<file path="src/sv/psrx_pkg.sv">
// Shared types and constants of the PS/2 receiver with scancode FIFO.
// Used by psrx_fifo and ps2_receiver_scancode_fifo; depends on nothing.
package psrx_pkg;

	// Item modes
	localparam logic [1:0] MODE_EDGE   = 2'd0;
	localparam logic [1:0] MODE_INJECT = 2'd1;
	localparam logic [1:0] MODE_POP    = 2'd2;

	// Scancode prefix bytes
	localparam logic [7:0] CODE_BREAK = 8'hF0;
	localparam logic [7:0] CODE_EXT0  = 8'hE0;
	localparam logic [7:0] CODE_EXT1  = 8'hE1;

	// Fixed field widths
	localparam int BYTE_W  = 8;
	localparam int LEN_W   = 4;
	localparam int BYTES_W = 64;

	// Frame bit positions after the increment
	localparam logic [3:0] BP_START   = 4'd1;
	localparam logic [3:0] BP_DATA_LO = 4'd2;
	localparam logic [3:0] BP_DATA_HI = 4'd9;
	localparam logic [3:0] BP_PARITY  = 4'd10;

	// Per-cycle request to the byte FIFO
	typedef struct packed {
		logic               push;
		logic [BYTE_W-1:0]  push_data;
		logic               inject;
		logic [LEN_W-1:0]   inj_len;
		logic [BYTES_W-1:0] inj_data;
		logic [1:0]         pop_len;
	} psrx_fifo_ctl_t;

endpackage

</file>
<file path="src/sv/psrx_fifo.sv">
// Compacting byte FIFO: entry 0 is always the oldest byte, pops shift down.
// Takes one push, a multi-byte inject or a pop of up to three bytes per cycle.
// Depends on psrx_pkg.
module psrx_fifo import psrx_pkg::*; #(
	parameter int DEPTH = 16,
	parameter int CW    = 5
) (
	input  logic                clk,
	input  logic                arst_n,
	input  psrx_fifo_ctl_t      ctl,
	output logic [CW-1:0]       count,
	output logic [CW-1:0]       count_next,
	output logic [BYTE_W-1:0]   head0,
	output logic [BYTE_W-1:0]   head1,
	output logic [BYTE_W-1:0]   head2
);

	localparam int SW = CW + 1;

	logic [BYTE_W-1:0] ent_q [DEPTH];
	logic [BYTE_W-1:0] ext [DEPTH+3];
	logic [CW-1:0]     count_q;
	logic [SW-1:0]     sum;

	// Pad the storage so that shifted reads stay in range
	always_comb begin
		for (int j = 0; j < DEPTH; j++) begin
			ext[j] = ent_q[j];
		end
		for (int j = DEPTH; j < DEPTH + 3; j++) begin
			ext[j] = '0;
		end
	end

	// Per-entry next value: shift on pop, load on push or inject, else hold
	for (genvar i = 0; i < DEPTH; i++) begin : g_ent
		logic [BYTE_W-1:0] ent_d;
		logic [CW-1:0]     off;

		assign off = CW'(i) - count_q;

		always_comb begin
			ent_d = ent_q[i];
			if (ctl.pop_len != 2'd0) begin
				case (ctl.pop_len)
					2'd1:    ent_d = ext[i+1];
					2'd2:    ent_d = ext[i+2];
					2'd3:    ent_d = ext[i+3];
					default: ent_d = ent_q[i];
				endcase
			end else if (ctl.push && CW'(i) == count_q) begin
				ent_d = ctl.push_data;
			end else if (ctl.inject && CW'(i) >= count_q
					&& SW'(off) < SW'(ctl.inj_len)) begin
				ent_d = ctl.inj_data[{off[2:0], 3'b000} +: BYTE_W];
			end
		end

		always_ff @(posedge clk) begin
			ent_q[i] <= ent_d;
		end
	end

	// Track fill level
	always_comb begin
		sum = SW'(count_q);
		if (ctl.push) begin
			sum = sum + SW'(1);
		end
		if (ctl.inject) begin
			sum = sum + SW'(ctl.inj_len);
		end
		sum = sum - SW'(ctl.pop_len);
	end

	assign count_next = sum[CW-1:0];

	always_ff @(posedge clk or negedge arst_n) begin
		if (!arst_n) begin
			count_q <= '0;
		end else begin
			count_q <= count_next;
		end
	end

	assign count = count_q;
	assign head0 = ent_q[0];
	assign head1 = ent_q[1];
	assign head2 = ent_q[2];

endmodule

</file>
<file path="src/sv/ps2_receiver_scancode_fifo.sv">
// PS/2 keyboard receiver (odd parity) with a scancode byte FIFO, top level.
// Depends on psrx_pkg and psrx_fifo.
//
// Channel  Dir  Handshake            Payload
// in       in   in_valid / in_stall  mode, data_bit, inject_len, inject_bytes
// out      out  out_valid / out_stall accepted, code_len, code_first, code_second,
//                                    code_third, byte_stored, parity_error,
//                                    overflow_drop, fill_level
//
// One item per cycle sustained while out_stall is low; each item goes through
// an input register, and its result loads into the result register as it advances.
// Frame state, FIFO update and pop decode all resolve in the one stage between
// those two registers. Reset clears frame state, FIFO fill and both stages.
// A stall on the output holds the result register and, once the input
// register is also full, raises in_stall in the same cycle.
module ps2_receiver_scancode_fifo import psrx_pkg::*; #(
	parameter int DEPTH      = 16,
	parameter int MAX_INJECT = 8
) (
	input  logic                         clk,
	input  logic                         arst_n,
	input  logic                         in_valid,
	output logic                         in_stall,
	input  logic [1:0]                   mode,
	input  logic                         data_bit,
	input  logic [LEN_W-1:0]             inject_len,
	input  logic [BYTES_W-1:0]           inject_bytes,
	output logic                         out_valid,
	input  logic                         out_stall,
	output logic                         accepted,
	output logic [1:0]                   code_len,
	output logic [BYTE_W-1:0]            code_first,
	output logic [BYTE_W-1:0]            code_second,
	output logic [BYTE_W-1:0]            code_third,
	output logic                         byte_stored,
	output logic                         parity_error,
	output logic                         overflow_drop,
	output logic [$clog2(DEPTH+1)-1:0]   fill_level
);

	localparam int CW = $clog2(DEPTH + 1);
	localparam int SW = $clog2(DEPTH + MAX_INJECT + 1) + 1;

	// Input stage
	logic                 valid_s1;
	logic [1:0]           mode_s1;
	logic                 data_bit_s1;
	logic [LEN_W-1:0]     inject_len_s1;
	logic [BYTES_W-1:0]   inject_bytes_s1;

	// Frame state
	logic [3:0]        bp_q;
	logic [BYTE_W-1:0] shift_q;
	logic              par_acc_q;
	logic              par_bad_q;

	// Result register
	logic              out_valid_q;
	logic              accepted_q;
	logic [1:0]        code_len_q;
	logic [BYTE_W-1:0] code_first_q;
	logic [BYTE_W-1:0] code_second_q;
	logic [BYTE_W-1:0] code_third_q;
	logic              byte_stored_q;
	logic              parity_error_q;
	logic              overflow_drop_q;
	logic [CW-1:0]     fill_q;

	logic              advance;
	logic [3:0]        bp_inc;
	logic              in_data;
	logic              frame_done;
	logic              fifo_full;
	logic              len_ok;
	logic              cap_ok;
	logic              is_break;
	logic              is_ext;
	logic              second_break;
	logic [1:0]        need_len;
	logic              pop_ok;

	logic              do_edge;
	logic              do_inject;
	logic              do_pop;

	psrx_fifo_ctl_t    ctl;
	logic [CW-1:0]     count;
	logic [CW-1:0]     count_next;
	logic [BYTE_W-1:0] head0;
	logic [BYTE_W-1:0] head1;
	logic [BYTE_W-1:0] head2;

	// Move the stage forward unless the result register is held
	assign advance  = valid_s1 && !(out_valid_q && out_stall);
	assign in_stall = valid_s1 && out_valid_q && out_stall;

	// Capture the input transfer
	always_ff @(posedge clk or negedge arst_n) begin
		if (!arst_n) begin
			valid_s1 <= 1'b0;
		end else if (!in_stall) begin
			valid_s1 <= in_valid;
		end
	end

	always_ff @(posedge clk) begin
		if (!in_stall && in_valid) begin
			mode_s1         <= mode;
			data_bit_s1     <= data_bit;
			inject_len_s1   <= inject_len;
			inject_bytes_s1 <= inject_bytes;
		end
	end

	// Decode the mode of the item in the stage
	always_comb begin
		do_edge   = 1'b0;
		do_inject = 1'b0;
		do_pop    = 1'b0;
		unique case (mode_s1)
			MODE_EDGE:   do_edge   = advance;
			MODE_INJECT: do_inject = advance;
			MODE_POP:    do_pop    = advance;
			default:     ;
		endcase
	end

	// Frame position and completion
	assign bp_inc     = bp_q + 4'd1;
	assign in_data    = (bp_inc >= BP_DATA_LO) && (bp_inc <= BP_DATA_HI);
	assign frame_done = (bp_inc != BP_START) && !in_data && (bp_inc != BP_PARITY);
	assign fifo_full  = (count == CW'(DEPTH));

	// Inject admission
	assign len_ok = (inject_len_s1 != '0) && (SW'(inject_len_s1) <= SW'(MAX_INJECT));
	assign cap_ok = (SW'(count) + SW'(inject_len_s1)) < SW'(DEPTH);

	// Scancode length at the FIFO head
	assign is_break     = (head0 == CODE_BREAK);
	assign is_ext       = (head0 == CODE_EXT0) || (head0 == CODE_EXT1);
	assign second_break = (count > CW'(1)) && (head1 == CODE_BREAK);

	always_comb begin
		if (is_break) begin
			need_len = 2'd2;
		end else if (is_ext) begin
			need_len = second_break ? 2'd3 : 2'd2;
		end else begin
			need_len = 2'd1;
		end
	end

	assign pop_ok = (count != '0) && (count >= CW'(need_len));

	// Build the FIFO request
	always_comb begin
		ctl           = '0;
		ctl.push      = do_edge && frame_done && !par_bad_q && !fifo_full;
		ctl.push_data = shift_q;
		ctl.inject    = do_inject && len_ok && cap_ok;
		ctl.inj_len   = inject_len_s1;
		ctl.inj_data  = inject_bytes_s1;
		ctl.pop_len   = (do_pop && pop_ok) ? need_len : 2'd0;
	end

	psrx_fifo #(
		.DEPTH (DEPTH),
		.CW    (CW)
	) u_fifo (
		.clk        (clk),
		.arst_n     (arst_n),
		.ctl        (ctl),
		.count      (count),
		.count_next (count_next),
		.head0      (head0),
		.head1      (head1),
		.head2      (head2)
	);

	// Advance the frame on each clock edge item
	always_ff @(posedge clk or negedge arst_n) begin
		if (!arst_n) begin
			bp_q      <= '0;
			shift_q   <= '0;
			par_acc_q <= 1'b0;
			par_bad_q <= 1'b0;
		end else if (do_edge) begin
			if (bp_inc == BP_START) begin
				bp_q      <= bp_inc;
				shift_q   <= '0;
				par_acc_q <= 1'b0;
				par_bad_q <= 1'b0;
			end else if (in_data) begin
				bp_q      <= bp_inc;
				par_acc_q <= par_acc_q ^ data_bit_s1;
				shift_q   <= {data_bit_s1, shift_q[BYTE_W-1:1]};
			end else if (bp_inc == BP_PARITY) begin
				bp_q <= bp_inc;
				if (par_acc_q == data_bit_s1) begin
					par_bad_q <= 1'b1;
				end
			end else begin
				bp_q <= '0;
			end
		end
	end

	// Result register valid
	always_ff @(posedge clk or negedge arst_n) begin
		if (!arst_n) begin
			out_valid_q <= 1'b0;
		end else if (advance) begin
			out_valid_q <= 1'b1;
		end else if (!out_stall) begin
			out_valid_q <= 1'b0;
		end
	end

	// Load the result fields
	always_ff @(posedge clk) begin
		if (advance) begin
			accepted_q      <= ctl.inject || (ctl.pop_len != 2'd0);
			code_len_q      <= ctl.pop_len;
			code_first_q    <= (ctl.pop_len != 2'd0) ? head0 : '0;
			code_second_q   <= (ctl.pop_len >= 2'd2) ? head1 : '0;
			code_third_q    <= (ctl.pop_len == 2'd3) ? head2 : '0;
			byte_stored_q   <= ctl.push;
			parity_error_q  <= do_edge && frame_done && par_bad_q;
			overflow_drop_q <= do_edge && frame_done && !par_bad_q && fifo_full;
			fill_q          <= count_next;
		end
	end

	assign out_valid     = out_valid_q;
	assign accepted      = accepted_q;
	assign code_len      = code_len_q;
	assign code_first    = code_first_q;
	assign code_second   = code_second_q;
	assign code_third    = code_third_q;
	assign byte_stored   = byte_stored_q;
	assign parity_error  = parity_error_q;
	assign overflow_drop = overflow_drop_q;
	assign fill_level    = fill_q;

	// Checks
	a_fill_bound: assert property (@(posedge clk) disable iff (!arst_n)
		count <= CW'(DEPTH))
		else $error("FIFO fill above depth");

	a_count_hold: assert property (@(posedge clk) disable iff (!arst_n)
		!advance |=> $stable(count))
		else $error("FIFO fill changed without a stage advance");

	a_frame_flags: assert property (@(posedge clk) disable iff (!arst_n)
		out_valid_q |-> $onehot0({byte_stored_q, parity_error_q, overflow_drop_q}))
		else $error("more than one frame outcome flagged");

	a_code_acc: assert property (@(posedge clk) disable iff (!arst_n)
		out_valid_q && (code_len_q != 2'd0) |-> accepted_q && !byte_stored_q)
		else $error("scancode delivered without accept");

	a_fill_match: assert property (@(posedge clk) disable iff (!arst_n)
		advance |=> fill_q == count)
		else $error("reported fill differs from FIFO fill");

endmodule

</file>
<file path="config.mk">
export PLATFORM = sky130hd
export DESIGN_NAME = ps2_receiver_scancode_fifo
export DESIGN_NICKNAME = d
export VERILOG_FILES = /design/src/sv/psrx_pkg.sv /design/src/sv/psrx_fifo.sv /design/src/sv/ps2_receiver_scancode_fifo.sv
export SDC_FILE = /design/constraint.sdc
export NUM_CORES = 1
export LEC_CHECK = 0
export ABC_AREA = 0
export BUFFER_PORTS_ARGS = -buffer_cell sky130_fd_sc_hd__buf_4
export CAP_MARGIN = 20
export CORE_MARGIN = 3
export CORE_UTILIZATION = 50
export DETAILED_ROUTE_END_ITERATION = 16
export GPL_TIMING_DRIVEN = 0
export PLACE_DENSITY = 0.73
export SETUP_SLACK_MARGIN = 0.02
export SLEW_MARGIN = 10
export SYNTH_ARGS = -nofsm -noshare
export SYNTH_HDL_FRONTEND = slang
export SYNTH_SLANG_ARGS = --single-unit
</file>
<file path="constraint.sdc">
create_clock -name clk -period 11.35 [get_ports clk]
set_input_delay 0 -clock clk [delete_from_list [all_inputs] [get_ports clk]]
set_output_delay 0 -clock clk [all_outputs]
set_load 0.02 [all_outputs]
</file>
After elaboration in Yosys (flattened, before gate mapping)
Memories as Yosys holds them, arrays and structs flattened.
Cells that the tools add are included.
{"block": "word_totals", "reg_bits": 127, "ram_bits": 128, "out_inout_bits": 37, "elab_cells": 302, "n_memories": 1}
{"block": "classes", "addsub": 21, "n_lt_le_gt_ge": 39, "eq_ne": 32, "shifts": 16, "n_mux": 86, "bitwise": 1, "reduce_logical": 86}
{"memory": "u_fifo.ent_q", "words": 16, "word_bits": 8, "rd": 16, "rd_clocked_by_memory_dff": 0, "write_ports": 16, "line": "psrx_fifo.sv:20", "text": "logic [BYTE_W-1:0] ent_q [DEPTH];"}
{"op": "64-bit by 7-bit variable part select with 8-bit output", "count": 16}
{"op": "8-bit two-way mux", "count": 51}
{"op": "8-bit case mux with 3 select lines", "count": 14}
{"op": "5-bit by 4-bit < comparator with 1-bit output", "count": 16}
{"op": "1-bit logical AND", "count": 67}
{"op": "4-bit by 5-bit == test with 1-bit output (first input constant)", "count": 8}
{"op": "4-bit by 5-bit >= comparator with 1-bit output (first input constant)", "count": 8}
{"op": "4-bit by 5-bit subtractor with 5-bit output (first input constant)", "count": 8}
{"op": "8-bit == test (second input constant)", "count": 4}
{"op": "3-bit by 5-bit == test with 1-bit output (first input constant)", "count": 4}
{"op": "3-bit by 5-bit >= comparator with 1-bit output (first input constant)", "count": 4}
{"op": "3-bit by 5-bit subtractor with 5-bit output (first input constant)", "count": 4}
{"op": "8-bit case mux with 2 select lines", "count": 1}
{"op": "1-bit two-way mux", "count": 12}
{"op": "4-bit two-way mux", "count": 3}
{"op": "2-bit by 5-bit == test with 1-bit output (first input constant)", "count": 2}
{"op": "1-bit by 5-bit >= comparator with 1-bit output (first input constant)", "count": 2}
{"op": "2-bit by 5-bit >= comparator with 1-bit output (first input constant)", "count": 2}
{"op": "5-bit two-way mux", "count": 2}
{"op": "1-bit by 5-bit subtractor with 5-bit output (first input constant)", "count": 2}
{"op": "2-bit by 5-bit subtractor with 5-bit output (first input constant)", "count": 2}
{"op": "4-bit less-or-equal comparator (second input constant)", "count": 2}
{"op": "2-bit nonzero test", "count": 4}
{"op": "5-bit by 4-bit adder with 6-bit output", "count": 1}
{"op": "other kinds (31)", "count": 42}

Depth between registers and ports, before layout
Gate-level depths: netlist (run 1).
An unclocked memory read counts as a cell.
{"block": "depth", "depth_word": 14, "mapped_depth": 27}

Hierarchy
Synthesis (run 1) repeated with hierarchy kept, for this count alone.
{"block": "unflattened", "hier_cells": 1583, "area_unflattened_um2": 17095.1}
{"module": "psrx_fifo", "n_inst": 1, "cells_per_inst": 1322, "area_each_um2": 12507.0, "seq_area_each_um2": 3968.8}
{"module": "ps2_receiver_scancode_fifo", "n_inst": 1, "cells_per_inst": 261, "area_each_um2": 4588.2, "seq_area_each_um2": 3583.4}

Least setup slack after synthesis (run 1)
Ideal clock, no wire load.
{"block": "synth_path", "path_type": "reg-to-reg", "start": "register u_fifo.count_q[2] (netlist: u_fifo.count[2])", "end": "register fill_q[4] (netlist: fill_level[4]), data pin", "setup_time_ns": 0.267, "t_arrival_ns": 5.541, "required_ns": 11.083, "path_slack_ns": 5.542, "stages_incl_launch_ff": 27, "path_buffers": 10, "cell_sequence": "dfrtp_1 > clkbuf_1 > clkbuf_1 > inv_1 > clkbuf_1 > buf_1 > ha_1 > clkbuf_1 > nand2_1 > nand4_1 > a311oi_1 > clkbuf_1 > buf_1 > clkbuf_1 > nand2b_1 > ha_1 > nand2_1 > o22ai_1 > nand2_1 > a311oi_1 > clkbuf_1 > clkbuf_1 > nand2_1 > fa_1 > nor2_1 > o2111ai_1 > xnor2_1"}
{"block": "synth_between", "elab_chain_cells": 10, "word_cells_on_any_way": 21, "cone_classes": "add/sub: 4; order compare: 3; eq/ne: 1; mux: 6; reduce/logical: 7"}
{"element": "start: declaration", "line": "psrx_fifo.sv:22", "text": "logic [CW-1:0] count_q;"}
{"element": "start signal: assignment", "line": "psrx_fifo.sv:82", "text": "count_q <= count_next;"}
{"element": "5-bit by 1-bit > comparator with 1-bit output", "line": "ps2_receiver_scancode_fifo.sv:141", "text": "assign second_break = (count > CW'(1)) && (head1 == CODE_BREAK);"}
{"element": "1-bit logical AND", "line": "ps2_receiver_scancode_fifo.sv:141"}
{"element": "1-bit two-way mux", "line": "ps2_receiver_scancode_fifo.sv:147", "text": "need_len = second_break ? 2'd3 : 2'd2;"}
{"element": "2-bit two-way mux", "line": "ps2_receiver_scancode_fifo.sv:146", "text": "end else if (is_ext) begin"}
{"element": "2-bit two-way mux", "line": "ps2_receiver_scancode_fifo.sv:144", "text": "if (is_break) begin"}
{"element": "5-bit by 2-bit >= comparator with 1-bit output", "line": "ps2_receiver_scancode_fifo.sv:153", "text": "assign pop_ok = (count != '0) && (count >= CW'(need_len));"}
{"element": "1-bit logical AND", "line": "ps2_receiver_scancode_fifo.sv:153"}
{"element": "1-bit logical AND", "line": "ps2_receiver_scancode_fifo.sv:163", "text": "ctl.pop_len = (do_pop && pop_ok) ? need_len : 2'd0;"}
{"element": "2-bit two-way mux", "line": "ps2_receiver_scancode_fifo.sv:163"}
{"element": "5-bit by 2-bit subtractor with 5-bit output *", "line": "psrx_fifo.sv:73", "text": "sum = sum - SW'(ctl.pop_len);"}
{"element": "net count_next[4]", "line": "ps2_receiver_scancode_fifo.sv:88", "text": "logic [CW-1:0] count_next;"}
{"element": "end signal: assignment", "line": "ps2_receiver_scancode_fifo.sv:230", "text": "fill_q <= count_next;"}
{"element": "end: declaration", "line": "ps2_receiver_scancode_fifo.sv:67", "text": "logic [CW-1:0] fill_q;"}
Mark *: on every way through the listed nets, which the timed path passes. The rest lies on a longest branch.
A chain may end at the register's enable or synchronous reset.

Final worst setup path (run 1)
Same ends and word-level chain as after synthesis.

==> impl_metrics.yaml, run 1 <==
status:
  outcome: "completed"
grt:
  grt_remaining_overflow: 0
  grt_max_degree: 69
  grtUsageTotal: 0.3707
  grt_pass1_vias: 14977
  grt_pass1_wl_mm: 99.73
  grt_antenna_before_repair: 0
setup_path:
  worstPathMaxFanout: 14
  path_class: "reg2reg"
  startpoint: "u_fifo.count[2]$_DFF_PN0_"
  rrSetupSlack_ns: 1.13
  end_kind: "register"
  critical_path.top_delay_family: "buffers and inverters"
  worst_ep_arrival_time_ns: 10.59
  worstSetupStartpointType: "register"
  crit_path_top_delay_cell: "clkbuf_1"
  required_ns: 11.72
  crit_path_max_incr_delay_ns: 0.85
  r2r-start: "u_fifo.count[2]$_DFF_PN0_"
  worst-path-buf-inv: 11
  cp_common_cell: "clkbuf_1"
synth:
  ys_ff_latch: 255
  syn_nets: 1817
  ys_seq_area_frac: 0.4339
  ys_types: 71
  netlist_instances: 1681
  synth-async-reset-ratio: 0.08235
  ys.flop_type: "edfxtp_1"
  yosys_warnings: 0
  syn-cell-area_mm2: 0.01741
  syn-mean-instance-area_um2: 10.35
  synth_edf_count: 234
routing:
  wl_met3_mm: 7.475
  drt_wl_total_mm: 68.64
  drc_errors: 0
  vias: 15477
  ant_nets: 0
  dr_wl_met2_mm: 30.87
  top_layer: "met4"
  vias_per_cell: 6.525
  drt_iter0_markers: 1869
  drtPass1Iterations: 6
  wl_met1_mm: 27.02
  routedWlPerCell_um: 28.94
clock_network:
  clk_latency_ns: 0.58
  clk_path_buf_depth: 3
  cts.sink_count: 255
  path_clk_slew_ns: 0.07
  numCtsBuffers: 29
  root_buffer: "clkbuf_16"
  cts_resized: 0
  cts_tree: "built"
  htree_num_levels: 1
finish:
  drive_gt1_frac: 0.1481
  n_antenna_cell: 0
  num-nets-final: 2037
  area_growth_pct: 18.50
  fillers: 2784
  regArea_mm2: 0.007552
  multi_input_comb_area_mm2: 0.009089
  stdcell_count: 2372
floorplan:
  chipHeight_um: 192.6
  initial_utilization: 0.5127
  die_x_um: 192.6
  core_area_mm2: 0.03395
  io_pins: 112
  die_area_mm2: 0.03709
  fp-row-count: 67
place:
  numPlacedInstances: 2241
  place_hpwl_mm: 51.54
  gp_congestion: 1.052
  portBuffers: 111
power:
  vdd.ir_drop.worst_uv: 170.9
  powerDensity_mw_per_mm2: 279.2
  p_leak_nw: 7.852
timing:
  finalClockSkew_ns: 0.02487
  hold_viol: 0
  rsz0062_at_grt: "false"
  setup_viol: 0
  max_freq_ghz: 0.09787
  tns_ns: 0
  tightest_slew_ns: 1.166
  relSlewSlack: 0.2025
  fin_crit_sh: 0.9002
  period_minus_slack_ns: 10.22
  maxSlewViolCount: 0
worst_hold_path:
  worstHoldStart: "inject_bytes[48]"
  hold_class: "in2reg"
job:
  drv_cap: 0
## power by group
group          switching [W]  total, W  internal (W)
combinational        0.00220   0.00331       0.00111
sequential          0.000115   0.00144       0.00132
clock               0.000424   0.00101      0.000588
total                0.00274   0.00576       0.00302
## kinds of logic after synthesis
group,Yosys count,synth area share
flip-flops,255,0.4339
AO/OA/AOI/OAI,391,0.1431
multiplexers,253,0.1918
adder cells (fa/ha/maj),61,0.04471
buffers and inverters,188,0.04407
XOR/XNOR,23,0.01201
AND/OR/NAND/NOR,510,0.1305
## layout by cell type, fill, tap and decap left out, drive strengths merged, types with 40 or more instances in the layout
| cell | n |
|---|---|
| o21ai | 100 |
| nand3 | 45 |
| mux2i | 188 |
| buf | 165 |
| clkbuf | 128 |
| a211oi | 100 |
| nand2 | 226 |
| dlygate4sd3 | 76 |
| inv | 40 |
| nor2 | 133 |
| edfxtp | 234 |
| ha | 59 |
| a21oi | 114 |
| mux4 | 64 |
## registers in the layout, summed over array words and instances (netlist names)
name             cells
overflow_drop        1
u_fifo.ent_q       128
byte_stored          1
parity_error         1
fill_level           5
u_fifo.count         5
data_bit_s1          1
valid_s1             1
code_first           8
par_bad_q            1
par_acc_q            1
inject_len_s1        4
mode_s1              2
code_second          8
code_len             2
out_valid            1
code_third           8
accepted             1
bp_q                 4
shift_q              8
inject_bytes_s1     64
## synth_stat cells, types with 4 or more instances
cell type  number  area share
nor3_1         11      0.0032
buf_1          21      0.0045
or3_1           6      0.0022
a21oi_1       114       0.033
a22o_1          8      0.0040
o22ai_1         4      0.0014
a2111oi_0       5      0.0025
o211ai_1        8      0.0035
ha_1           59       0.042
a221oi_1        7      0.0035
mux4_2         64       0.083
nand2_1       226       0.049
mux2i_1       188        0.11
or2_2           4      0.0014
o2111ai_1       8      0.0040
nand4_1         4      0.0014
dfrtp_1        21       0.030
nand3_1        45       0.013
clkbuf_1       93       0.020
a211oi_1      100       0.043
and2_1         22      0.0079
nor2_1        133       0.029
a21o_1         13      0.0056
nor2b_1         8      0.0029
buf_2          26      0.0075
edfxtp_1      234        0.40
inv_1          36      0.0078
and3_1         28       0.010
nand2b_1        6      0.0022
o21ai_0        98       0.028
xnor2_1        19      0.0096
## cell type report
type / count / area share
timing repair buffer: 189 / 0.07935
sequential: 255 / 0.3662
buffer: 147 / 0.02972
clock inverter: 21 / 0.01165
multi-input combinational: 1238 / 0.4406
inverter: 41 / 0.007461
tap: 448 / 0.02718
clock buffer: 33 / 0.03785
## metal layers
layer  vias up  GRT usage
met4         0     0.1583
met2      1031     0.5821
met1      7503     0.5027
met5         -          0
li1       6736          -
met3       207    0.07375
## stage by stage
stage | utilization | total power, W | instance area (µm²) | hold slack, ns | setup WS, ns
floorplan | - | 0.003373 | 17410 | -0.2956 | 5.542
global placement | 0.5537 | 0.004504 | 18800 | -0.08917 | 1.958
detailed placement | 0.5546 | 0.004545 | 18830 | -0.08446 | 1.710
CTS | 0.6071 | 0.005580 | 20610 | 0.1054 | 1.691
global route | 0.6075 | 0.005960 | 20630 | 0.1241 | 1.032
finish | 0.6075 | 0.005759 | 20630 | 0.1260 | 1.132
## final timing paths
path,depth (start not counted),endpoint
setup / recovery,26,fill_level[4]$_DFFE_PP_
hold / removal,2,inject_bytes_s1[48]$_DFFE_PP_
setup reg to reg,26,fill_level[4]$_DFFE_PP_
hold reg to reg,1,out_valid$_DFFE_PN0P_
max in group asynchronous,4,bp_q[2]$_DFFE_PN0P_
min in group asynchronous,3,u_fifo.count[3]$_DFF_PN0_
## timing repair
item	CTS	global route
endpoints found under the hold margin	97	0
hold buffers	76	0
buffers inserted	0	0
No activity file was read; power rests on OpenSTA's default activity.
==> inputs of run 2 (changes only) <==
==> constraint.sdc (replaced) <==
create_clock -name clk -period 11.35 [get_ports clk]
set_input_delay 1.7025 -clock clk [delete_from_list [all_inputs] [get_ports clk]]
set_output_delay 1.7025 -clock clk [all_outputs]
set_load 0.02 [all_outputs]
==> impl_metrics.yaml, run 2 (same netlist as run 1, synthesis figures left out) <==
routing:
  routedWlPerCell_um: 29.00
  drtPass1Iterations: 6
  drt_iter0_markers: 1968
  drt_wl_total_mm: 66.55
  vias_per_cell: 6.602
  ant_nets: 0
  vias: 15152
  drc_errors: 0
grt:
  grt_pass1_wl_mm: 96.48
  globalRouteMet2Util: 0.5585
  grt.met3_usage: 0.07175
  grt_util_met1: 0.4939
  grtUsageTotal: 0.3588
  grt_remaining_overflow: 0
  grt_pass1_vias: 14451
  busiest_layer: "met2"
  grt_max_degree: 69
  grt_antenna_before_repair: 0
power:
  powerDensity_mw_per_mm2: 288.0
  p_leak_nw: 7.528
  vdd.ir_drop.worst_uv: 167.8
  total_power_w: 0.005717
timing:
  rsz0062_at_grt: "false"
  hold_ws_ns: 0.4986
  hold_viol: 0
  tns_ns: 0
  max_freq_ghz: 0.09862
  maxSlewViolCount: 0
  relSlewSlack: 0.2059
  period_minus_slack_ns: 10.14
  finalClockSkew_ns: 0.02551
  setup_viol: 0
  tightest_slew_ns: 1.161
  fin_crit_sh: 0.8933
setup_path:
  end_kind: "register"
  cp_common_cell: "clkbuf_1"
  worst_ep_arrival_time_ns: 10.52
  rrSetupSlack_ns: 1.21
  critical_path.top_delay_family: "buffers and inverters"
  r2r-start: "u_fifo.count[2]$_DFF_PN0_"
  crit_path_max_incr_delay_ns: 0.81
  worst-path-buf-inv: 11
  crit_path_top_delay_cell: "clkbuf_1"
  r2r_end: "fill_level[4]$_DFFE_PP_"
  reg2regPathDepth: 26
  worstPathMaxFanout: 14
  path_class: "reg2reg"
  worstSetupStartpointType: "register"
  required_ns: 11.73
finish:
  stdcell_count: 2295
  top_register: "u_fifo.ent_q"
  area_growth_pct: 14.05
  largest_reg_flops: 128
  n_antenna_cell: 0
  reg.largest.list: "u_fifo.ent_q (128), inject_bytes_s1 (64)"
  mostFrequentLayoutCells: "edfxtp_1, nand2_1, mux2i_1"
  final_common_cell: "edfxtp_1"
  drive_gt1_frac: 0.1538
  num-nets-final: 1960
floorplan:
  initial_utilization: 0.5127
  die_x_um: 192.6
  core_area_mm2: 0.03395
  io_pins: 112
  die_area_mm2: 0.03709
  fp-row-count: 67
  chipHeight_um: 192.6
clock_network:
  numCtsBuffers: 29
  cts_setup_buffers: 0
  cts.sink_count: 255
  path_clk_slew_ns: 0.07
  cts_resized: 0
  cts_tree: "built"
  root_buffer: "clkbuf_16"
  cts-hold-fix-buffers: 0
  clk_path_buf_depth: 3
  htree_num_levels: 1
  clk_latency_ns: 0.59
place:
  place_hpwl_mm: 51.54
  numPlacedInstances: 2241
  portBuffers: 111
  gp_congestion: 1.052
worst_hold_path:
  hold_class: "reg2reg"
  holdPathEnd: "out_valid$_DFFE_PN0P_"
  min_path_cells: 1
  worstHoldStart: "valid_s1$_DFFE_PN0N_"
job:
  drv_cap: 0
status:
  outcome: "completed"
run 2: layout make-up:
| cell class | count | area, µm² |
|---|---|---|
| Buffer | 147 | 613.1 |
| Clock buffer | 33 | 780.7 |
| Clock inverter | 21 | 240.2 |
| Fill cell | 2903 | 14100 |
| Inverter | 41 | 153.9 |
| Multi-Input combinational cell | 1238 | 9089 |
| Sequential cell | 255 | 7552 |
| Tap cell | 448 | 560.5 |
| Timing Repair Buffer | 112 | 860.8 |
run 2: report_power, final:
group	leakage [nW]	internal (W)	switching (W)
Sequential	2.46	0.00132	0.000114
Clock	0.484	0.000587	0.000420
Combinational	4.59	0.00109	0.00218
Total	7.53	0.00300	0.00272
run 2: worst max-delay path by stage:
stage                              start                       to  slack, ns  cells past startpoint
5_1_grt        u_fifo.count[2]$_DFF_PN0_  fill_level[4]$_DFFE_PP_       1.08                     26
3_3_place_gp   u_fifo.count[2]$_DFF_PN0_  fill_level[4]$_DFFE_PP_       1.96                     26
3_5_place_dp   u_fifo.count[2]$_DFF_PN0_  fill_level[4]$_DFFE_PP_       1.71                     26
6_report       u_fifo.count[2]$_DFF_PN0_  fill_level[4]$_DFFE_PP_       1.21                     26
2_1_floorplan  u_fifo.count[2]$_DFF_PN0_  fill_level[4]$_DFFE_PP_       5.54                     26
4_1_cts        u_fifo.count[2]$_DFF_PN0_  fill_level[4]$_DFFE_PP_       1.69                     26
run 2: per-layer routing:
layer  vias to the layer above  part of all wire
li1                       6580                 -
met1                      7316              0.40
met2                      1074              0.45
met3                       182              0.11
met4                         0             0.047
met5                         -                 0
run 2: metrics by stage:
step | cell area (µm²) | util | setup slack [ns]
6_report | 19850 | 0.5847 | 1.211
5_1_grt | 19850 | 0.5847 | 1.075
4_1_cts | 19850 | 0.5847 | 1.691
3_5_place_dp | 18830 | 0.5546 | 1.710
3_3_place_gp | 18800 | 0.5537 | 1.958
2_1_floorplan | 17410 | - | 5.542
